`config.mk`:
```
export PLATFORM = sky130hd
export DESIGN_NAME = negacyclic_poly_mac_mod_q
export DESIGN_NICKNAME = d
export VERILOG_FILES = /design/src/hdl/npmac_pkg.sv /design/src/hdl/negacyclic_poly_mac_mod_q.sv /design/src/hdl/npmac_lane.sv /design/src/hdl/npmac_acc.sv
export SDC_FILE = /design/constraint.sdc
export NUM_CORES = 2
export LEC_CHECK = 0
export BUFFER_PORTS_ARGS = -buffer_cell sky130_fd_sc_hd__buf_2
export CAP_MARGIN = 20
export CORE_MARGIN = 2
export CORE_UTILIZATION = 55
export DETAILED_ROUTE_END_ITERATION = 6
export PLACE_DENSITY = 0.71
export SLEW_MARGIN = 30
export SYNTH_ARGS = -nofsm -noshare
export SYNTH_HDL_FRONTEND = slang
export SYNTH_SLANG_ARGS = --single-unit
```
`constraint.sdc`:
```
create_clock -name aclk -period 29.1 [get_ports aclk]
set_input_delay 4.365 -clock aclk [delete_from_list [all_inputs] [get_ports aclk]]
set_output_delay 4.365 -clock aclk [all_outputs]
set_load 0.02 [all_outputs]
```
`src/hdl/npmac_pkg.sv`:
```
// ----------------------------------------------------------------------------
// npmac_pkg
// Shared types, constants and helper functions for the negacyclic polynomial
// multiply-accumulate block over Z_q[x]/(x^4+1).
// ----------------------------------------------------------------------------
package npmac_pkg;

    localparam int unsigned TK_Q    = 97;
    localparam int unsigned COEFFS  = 4;
    localparam int unsigned CW      = 7;
    localparam int unsigned BITS_W  = COEFFS;
    localparam int unsigned QUARTER = TK_Q / 4;
    localparam int unsigned HALF    = TK_Q / 2;

    // Widest dot product of one lane: COEFFS products of two reduced values.
    localparam int unsigned SUM_MAX = COEFFS * (TK_Q - 1) * (TK_Q - 1);
    localparam int unsigned SUM_W   = $clog2(SUM_MAX + 1);
    localparam int unsigned QT_W    = $clog2(SUM_MAX / TK_Q + 1);

    // Reciprocal for the constant reduction of a lane sum.
    localparam int unsigned RED_SHIFT = 22;
    localparam int unsigned RED_MULT  = (2 ** RED_SHIFT + TK_Q - 1) / TK_Q;
    localparam int unsigned MULT_W    = $clog2(RED_MULT + 1);
    localparam int unsigned RP_W      = SUM_W + MULT_W;

    typedef logic [CW-1:0]    coef_t;
    typedef coef_t            coef_vec_t [COEFFS];
    typedef logic [SUM_W-1:0] lane_sum_t;
    typedef logic [QT_W-1:0]  quot_t;

    typedef struct packed {
        logic sub_term;
        logic clear_first;
        logic last_term;
    } flags_t;

    typedef struct packed {
        logic ld_prod;
        logic ld_quot;
        logic ld_term;
        logic sub_term;
    } lane_ctrl_t;

    typedef struct packed {
        logic upd;
        logic clear_first;
        logic last_term;
    } acc_ctrl_t;

    // One conditional subtraction: valid for any x below twice the modulus.
    function automatic coef_t red_once(input logic [CW:0] x);
        logic [CW:0] d;
        begin
            d = x - (CW + 1)'(TK_Q);
            red_once = (x >= (CW + 1)'(TK_Q)) ? d[CW-1:0] : x[CW-1:0];
        end
    endfunction

    // Additive inverse of a reduced value, with zero mapping to zero.
    function automatic coef_t neg_mod(input coef_t x);
        coef_t d;
        begin
            d = CW'(TK_Q) - x;
            neg_mod = (x == '0) ? '0 : d;
        end
    endfunction

endpackage

```
`src/hdl/negacyclic_poly_mac_mod_q.sv`:
```
// ----------------------------------------------------------------------------
// negacyclic_poly_mac_mod_q
// Negacyclic polynomial multiply-accumulate modulo q with four parallel
// coefficient lanes and a merging accumulator stage.
// ----------------------------------------------------------------------------
// Pipeline: a last term passes the input reduce, products, quotient and term
// registers, then the accumulate step writes the result into the output register.
// Throughput: one word per cycle, set by the accumulator add in the merging
// stage; the pipeline stalls only when every stage is full.
// Reset: clears all stage valid bits, the output valid and the accumulator.
// ----------------------------------------------------------------------------
module negacyclic_poly_mac_mod_q (
    input  logic         aclk,
    input  logic         aresetn,
    input  logic         s_tvalid,
    output logic         s_tready,
    input  logic [55:0]  s_tdata,   // a_coeff_0..3, b_coeff_0..3
    input  logic [1:0]   s_tuser,   // subtract_term, clear_first
    input  logic         s_tlast,   // last_term
    output logic         m_tvalid,
    input  logic         m_tready,
    output logic [31:0]  m_tdata    // sum_coeff_0..3, message_bits
);
    import npmac_pkg::*;

    coef_t       a_red_reg [COEFFS];
    coef_t       a_neg_reg [COEFFS];
    coef_t       b_red_reg [COEFFS];
    coef_t       a_in [COEFFS];
    coef_t       b_in [COEFFS];
    coef_vec_t   op_x [COEFFS];
    coef_vec_t   op_y [COEFFS];
    coef_vec_t   term;
    flags_t      f1_reg, f2_reg, f3_reg, f4_reg, f_in;
    logic        v1_reg, v2_reg, v3_reg, v4_reg;
    logic        r1, r2, r3, r4, r5;
    logic        out_free;
    lane_ctrl_t  lane_ctrl;
    acc_ctrl_t   acc_ctrl;

    always_comb begin
        for (int i = 0; i < COEFFS; i++) begin
            a_in[i] = red_once({1'b0, s_tdata[i*CW +: CW]});
            b_in[i] = red_once({1'b0, s_tdata[(COEFFS + i)*CW +: CW]});
        end
    end

    assign f_in = '{sub_term: s_tuser[0], clear_first: s_tuser[1], last_term: s_tlast};

    // A stage can load when empty or when its occupant moves on; only a last
    // term needs room in the output register.
    assign r5 = !f4_reg.last_term || out_free;
    assign r4 = !v4_reg || r5;
    assign r3 = !v3_reg || r4;
    assign r2 = !v2_reg || r3;
    assign r1 = !v1_reg || r2;
    assign s_tready = r1;

    always_ff @(posedge aclk) begin
        if (!aresetn) begin
            v1_reg <= 1'b0;
            v2_reg <= 1'b0;
            v3_reg <= 1'b0;
            v4_reg <= 1'b0;
        end else begin
            if (r1) v1_reg <= s_tvalid;
            if (r2) v2_reg <= v1_reg;
            if (r3) v3_reg <= v2_reg;
            if (r4) v4_reg <= v3_reg;
        end
    end

    always_ff @(posedge aclk) begin
        if (r1) begin
            f1_reg <= f_in;
            for (int i = 0; i < COEFFS; i++) begin
                a_red_reg[i] <= a_in[i];
                a_neg_reg[i] <= neg_mod(a_in[i]);
                b_red_reg[i] <= b_in[i];
            end
        end
        if (r2) f2_reg <= f1_reg;
        if (r3) f3_reg <= f2_reg;
        if (r4) f4_reg <= f3_reg;
    end

    // Lane k pairs a_i with b_(k-i); products that wrap past x^3 take -a_i.
    for (genvar k = 0; k < COEFFS; k++) begin : g_map
        for (genvar i = 0; i < COEFFS; i++) begin : g_term
            assign op_x[k][i] = (i <= k) ? a_red_reg[i] : a_neg_reg[i];
            assign op_y[k][i] = b_red_reg[(k + COEFFS - i) % COEFFS];
        end
    end

    assign lane_ctrl = '{ld_prod:  r2 && v1_reg,
                         ld_quot:  r3 && v2_reg,
                         ld_term:  r4 && v3_reg,
                         sub_term: f3_reg.sub_term};

    for (genvar k = 0; k < COEFFS; k++) begin : g_lane
        npmac_lane u_lane (
            .aclk    (aclk),
            .aresetn (aresetn),
            .ctrl    (lane_ctrl),
            .op_x    (op_x[k]),
            .op_y    (op_y[k]),
            .term    (term[k])
        );
    end

    assign acc_ctrl = '{upd:         v4_reg && r5,
                        clear_first: f4_reg.clear_first,
                        last_term:   f4_reg.last_term};

    npmac_acc u_acc (
        .aclk     (aclk),
        .aresetn  (aresetn),
        .ctrl     (acc_ctrl),
        .term     (term),
        .out_free (out_free),
        .m_tvalid (m_tvalid),
        .m_tready (m_tready),
        .m_tdata  (m_tdata)
    );

    a_stall_only_full: assert property (@(posedge aclk) disable iff (!aresetn)
        !s_tready |-> (v1_reg && v2_reg && v3_reg && v4_reg))
        else $error("input stalled while the pipeline has a free stage");

    a_nonlast_flows: assert property (@(posedge aclk) disable iff (!aresetn)
        (v4_reg && !f4_reg.last_term) |-> acc_ctrl.upd)
        else $error("non-last term held in the term stage");

endmodule

```
`src/hdl/npmac_lane.sv`:
```
// ----------------------------------------------------------------------------
// npmac_lane
// One coefficient lane: four products summed, reduced modulo q by a
// reciprocal multiply, then optionally negated to form the signed term.
// ----------------------------------------------------------------------------
module npmac_lane (
    input  logic                   aclk,
    input  logic                   aresetn,
    input  npmac_pkg::lane_ctrl_t  ctrl,
    input  npmac_pkg::coef_vec_t   op_x,
    input  npmac_pkg::coef_vec_t   op_y,
    output npmac_pkg::coef_t       term
);
    import npmac_pkg::*;

    lane_sum_t         sum_reg, sum_next;
    lane_sum_t         sum3_reg;
    quot_t             quot_reg, quot_next;
    coef_t             term_reg, term_next;
    logic [RP_W-1:0]   recip_prod;
    lane_sum_t         quot_mul;
    lane_sum_t         rem_wide;
    coef_t             rem_red;

    always_comb begin
        sum_next = '0;
        for (int i = 0; i < COEFFS; i++) begin
            sum_next = sum_next + SUM_W'(op_x[i]) * SUM_W'(op_y[i]);
        end
    end

    // The quotient estimate is exact over the whole range of a lane sum.
    assign recip_prod = RP_W'(sum_reg) * RP_W'(RED_MULT);
    assign quot_next  = recip_prod[RED_SHIFT +: QT_W];

    assign quot_mul  = SUM_W'(quot_reg) * SUM_W'(TK_Q);
    assign rem_wide  = sum3_reg - quot_mul;
    assign rem_red   = red_once(rem_wide[CW:0]);
    assign term_next = ctrl.sub_term ? neg_mod(rem_red) : rem_red;

    always_ff @(posedge aclk) begin
        if (ctrl.ld_prod) begin
            sum_reg <= sum_next;
        end
        if (ctrl.ld_quot) begin
            quot_reg <= quot_next;
            sum3_reg <= sum_reg;
        end
        if (ctrl.ld_term) begin
            term_reg <= term_next;
        end
    end

    assign term = term_reg;

    a_term_reduced: assert property (@(posedge aclk) disable iff (!aresetn)
        ctrl.ld_term |=> (term_reg < CW'(TK_Q)))
        else $error("lane term not reduced modulo q");

endmodule

```
`src/hdl/npmac_acc.sv`:
```
// ----------------------------------------------------------------------------
// npmac_acc
// Merging stage: adds the lane terms into the accumulator, decodes message
// bits and holds the result word in the output register.
// ----------------------------------------------------------------------------
module npmac_acc (
    input  logic                   aclk,
    input  logic                   aresetn,
    input  npmac_pkg::acc_ctrl_t   ctrl,
    input  npmac_pkg::coef_vec_t   term,
    output logic                   out_free,
    output logic                   m_tvalid,
    input  logic                   m_tready,
    output logic [31:0]            m_tdata   // sum_coeff_0..3, message_bits
);
    import npmac_pkg::*;

    coef_t              acc_reg [COEFFS];
    coef_t              acc_next [COEFFS];
    logic [BITS_W-1:0]  bits_next;
    logic               m_tvalid_reg, m_tvalid_next;
    logic [31:0]        m_tdata_reg, m_tdata_next;

    always_comb begin
        for (int i = 0; i < COEFFS; i++) begin
            acc_next[i] = red_once((CW + 1)'(ctrl.clear_first ? '0 : acc_reg[i])
                                   + (CW + 1)'(term[i]));
            // The centred magnitude exceeds q/4 exactly inside this window.
            bits_next[BITS_W-1-i] = (acc_next[i] > CW'(QUARTER)) &&
                                    (acc_next[i] < CW'(TK_Q - QUARTER));
        end
        m_tdata_next = {bits_next, acc_next[3], acc_next[2], acc_next[1], acc_next[0]};
    end

    assign out_free      = !m_tvalid_reg || m_tready;
    assign m_tvalid_next = (ctrl.upd && ctrl.last_term) ? 1'b1
                         : (m_tready ? 1'b0 : m_tvalid_reg);

    always_ff @(posedge aclk) begin
        if (!aresetn) begin
            m_tvalid_reg <= 1'b0;
            for (int i = 0; i < COEFFS; i++) begin
                acc_reg[i] <= '0;
            end
        end else begin
            m_tvalid_reg <= m_tvalid_next;
            if (ctrl.upd) begin
                acc_reg <= acc_next;
            end
        end
    end

    always_ff @(posedge aclk) begin
        if (ctrl.upd && ctrl.last_term) begin
            m_tdata_reg <= m_tdata_next;
        end
    end

    assign m_tvalid = m_tvalid_reg;
    assign m_tdata  = m_tdata_reg;

    a_acc_reduced: assert property (@(posedge aclk) disable iff (!aresetn)
        (acc_reg[0] < CW'(TK_Q)) && (acc_reg[1] < CW'(TK_Q)) &&
        (acc_reg[2] < CW'(TK_Q)) && (acc_reg[3] < CW'(TK_Q)))
        else $error("accumulator coefficient not reduced");

    a_emit_matches_acc: assert property (@(posedge aclk) disable iff (!aresetn)
        (ctrl.upd && ctrl.last_term) |=>
            (m_tvalid_reg && (m_tdata_reg[CW-1:0] == acc_reg[0]) &&
             (m_tdata_reg[4*CW-1:3*CW] == acc_reg[3])))
        else $error("emitted word does not match accumulator");

    a_no_overwrite: assert property (@(posedge aclk) disable iff (!aresetn)
        (ctrl.upd && ctrl.last_term) |-> out_free)
        else $error("result word overwritten before it was taken");

endmodule

```
==> key figures <==
Outcome
  – Run status: finished clean

Clock network
  – Root Driver: clkbuf_16
  – # Post-CTS Setup Buffers: 0
  – CTS tree: done
  – Post_cts resized: 0
  – Hold-fix buffers, CTS: 0
  – Clk_lat worst skew: about 0.64 ns
  – Maximum buffer depth of the clock tree: 3
  – # clock sinks: about 300
  – CTS Buf Count: 40
  – Worst-path clk slew: about 0.07 ns
  – H-tree levels: 2

Die
  – Top Ports: between 90 and 100
  – Die Wd: 339 um
  – Cell row count: between 100 and 150
  – Core area: around 110,000 um2
  – Initial core utilization: 55.7%
  – Die area: between 100,000 and 150,000 um2
  – Die height: between 300 and 400 um

Yosys
  – #FFs+latches synth: a little over 300
  – Post-synthesis compound-gate area fraction: between 5 and 6%
  – Syn. warnings: 0
  – Simple-gate share of the synthesized area: 12.6%
  – Top_reg_cell synth: edfxtp_1
  – Post-synthesis sequential area ratio: roughly 14%
  – Post-synth EDFFs: 276
  – Multiplexer area fraction after synthesis: less than 1%
  – Fraction of synthesized cell area in xor and xnor cells: 4.34%
  – Cell variety after synth: slightly below 70
  – Post-synthesis net count: around 8,500
  – Mapped cell area: 61,800 um2
  – Synth Instances: between 6,000 and 7,000
  – Post-synthesis area per instance: around 9.6 um2
  – Post-Synth Adder-Cell Area: between 50 and 60%
  – Largest family of logic cells by synthesized area: adder cells
  – Async set or reset register ratio after synthesis: 0%

Timing
  – Final Hold Fails: 0
  – Setup Skew: between 0.02 and 0.03 ns
  – Slew @ Worst Pin: between 0.9 and 1 ns
  – Fin Setup TNS: 0 ns
  – Relative slew slack: around a third
  – Final setup fails: 0
  – Final min period: 10.23 ns
  – Pins Over Slew Limit: 0
  – Max Fclk: ~100 MHz
  – Final Cycle Share: a little over a third
  – RSZ-0062 raised after global routing: false

Route
  – DRT iter0 DRCs: 2,069
  – Final ANT Viol Nets: 0
  – Drt total wl: between 100,000 and 150,000 um
  – Pre-antenna DRT Iters: 5
  – Detailed-route via count: between 40,000 and 50,000
  – Drt drc: 0
  – Vias per cell: roughly 5.2
  – Routed WL per cell: roughly 16 um

Critical path
  – Worst path most repeated cell: fa_1
  – CP max-delay cell: edfxtp_1
  – Startpoint Class: register
  – Arrival @ worst endpoint: between 10 and 15 ns
  – R2R setup slack: 18.87 ns
  – Max FO, Critical Path: 16
  – Crit end category: register
  – Max incr delay on CP: about 0.7 ns
  – CP Class: reg2reg
  – Worst endpoint required time: 29.47 ns

GRT
  – GR Util All Layers: 23.8%
  – Initial antenna violation count: 1
  – Largest net degree at the start of global routing: 65
  – Vias in the first global route: ~44,000
  – First-pass GRT wire length: roughly 220,000 um
  – Gr ovfl total: 0

Final layout
  – Most common cell after layout, fill and taps aside: inv_1
  – FILL cells: between 9,000 and 10,000
  – Final #Nets: 8,569
  – Max FFs per register: 64
  – Final instance area: about 65,000 um2
  – Layout cell share with drive strength beyond 1: ~4.0%
  – FF/Latch Area: 8950 um2
  – Area occupied by multi-input gates: 46,100 um2
  – Area delta synth->final: 5.62%
  – Most frequent cells in the layout: inv_1, ha_1, fa_1
  – Post-layout util: slightly below 60%

Worst hold path
  – Worst hold path type: reg2reg

Place
  – Post-DP Area: 63,900 um2
  – Port Buffers: between 90 and 100
  – Placer Congestion: approximately 0.9
  – DP HPWL: around 110,000 um

Run
  – Max-Cap Viols: 0
## stage by stage
step                      hold slack (ns)  cells  worst slack (ns)
after global placement              0.405   7933             19.01
after detailed placement            0.407   7933             18.94
after floorplan                     0.400   6463             17.84
after CTS                           0.420   8007             18.90
after global routing                0.436   8007             18.34
final                               0.418   8008             18.87
## Yosys cell counts (all sizes together) (8+ instances only)
cell / n / area, um2
fa: 900 / 18000
xnor2: 228 / 2000
o22ai: 10 / 68.8
o31ai: 10 / 75.1
nand3: 40 / 200
clkbuf: 163 / 612
nand2b: 24 / 150
a21oi: 144 / 721
o211ai: 15 / 113
nand4: 12 / 75.1
or2: 22 / 138
nor3: 76 / 380
and3: 30 / 188
nand2: 456 / 1710
dfxtp: 33 / 661
nor4: 16 / 100
o21a: 14 / 105
nor2: 169 / 634
o21ai: 114 / 571
nor3b: 20 / 150
a211o: 17 / 149
a21o: 56 / 420
xor2: 77 / 682
a31oi: 28 / 175
nor2b: 67 / 419
or3: 25 / 156
edfxtp: 276 / 8290
ha: 1119 / 14000
inv: 1617 / 6070
mux2i: 10 / 100
a21boi: 31 / 233
a41o: 8 / 80.1
nand3b: 15 / 113
a211oi: 14 / 118
and2: 507 / 3170
## area by class of cell
class | instances | area share, %
diodes | 1 | 0.00384
clock buffers | 47 | 1.61
clock inverters | 27 | 0.456
inverters | 1617 | 9.30
multi-input cells | 4373 | 70.7
flip-flops and latches | 309 | 13.7
well taps | 1488 | 2.85
repair buffers | 146 | 1.31
## critical path, delay by kind of cell (launching register included)
kind	cells	cell delay (ns)
xor+xnor	2	0.26
flops	1	0.71
simple gates	2	0.19
buf+inv	9	0.71
compound gates	7	1.46
fa+ha+maj	14	6.61
## final timing paths
path	from	endpoint	cells after the start
max	a_red_reg[0][1]	g_lane[1].u_lane.sum_reg[14]	34
min	f2_reg[2]	f3_reg[2]	0
max reg2reg	a_red_reg[0][1]	g_lane[1].u_lane.sum_reg[14]	34
min reg2reg	f2_reg[2]	f3_reg[2]	0
## logic make-up after synthesis
family,count (synthesis)
AND/OR/NAND/NOR,1502
AO/OA/AOI/OAI,532
buffers and inverters,1781
adder cells (fa/ha/maj),2019
flip-flops,309
XOR/XNOR,305
multiplexers,15
## layer usage
metal	track usage [%]	part of all wire [%]	vias up
met3	2.61	4.7	185
met5	0	0	-
li1	-	-	20200
met2	41.2	48	859
met1	31.5	44	20700
met4	6.73	2.8	0
Power is not shown: default switching activity piles up to over one toggle a cycle in this logic, so the estimate is an artifact.
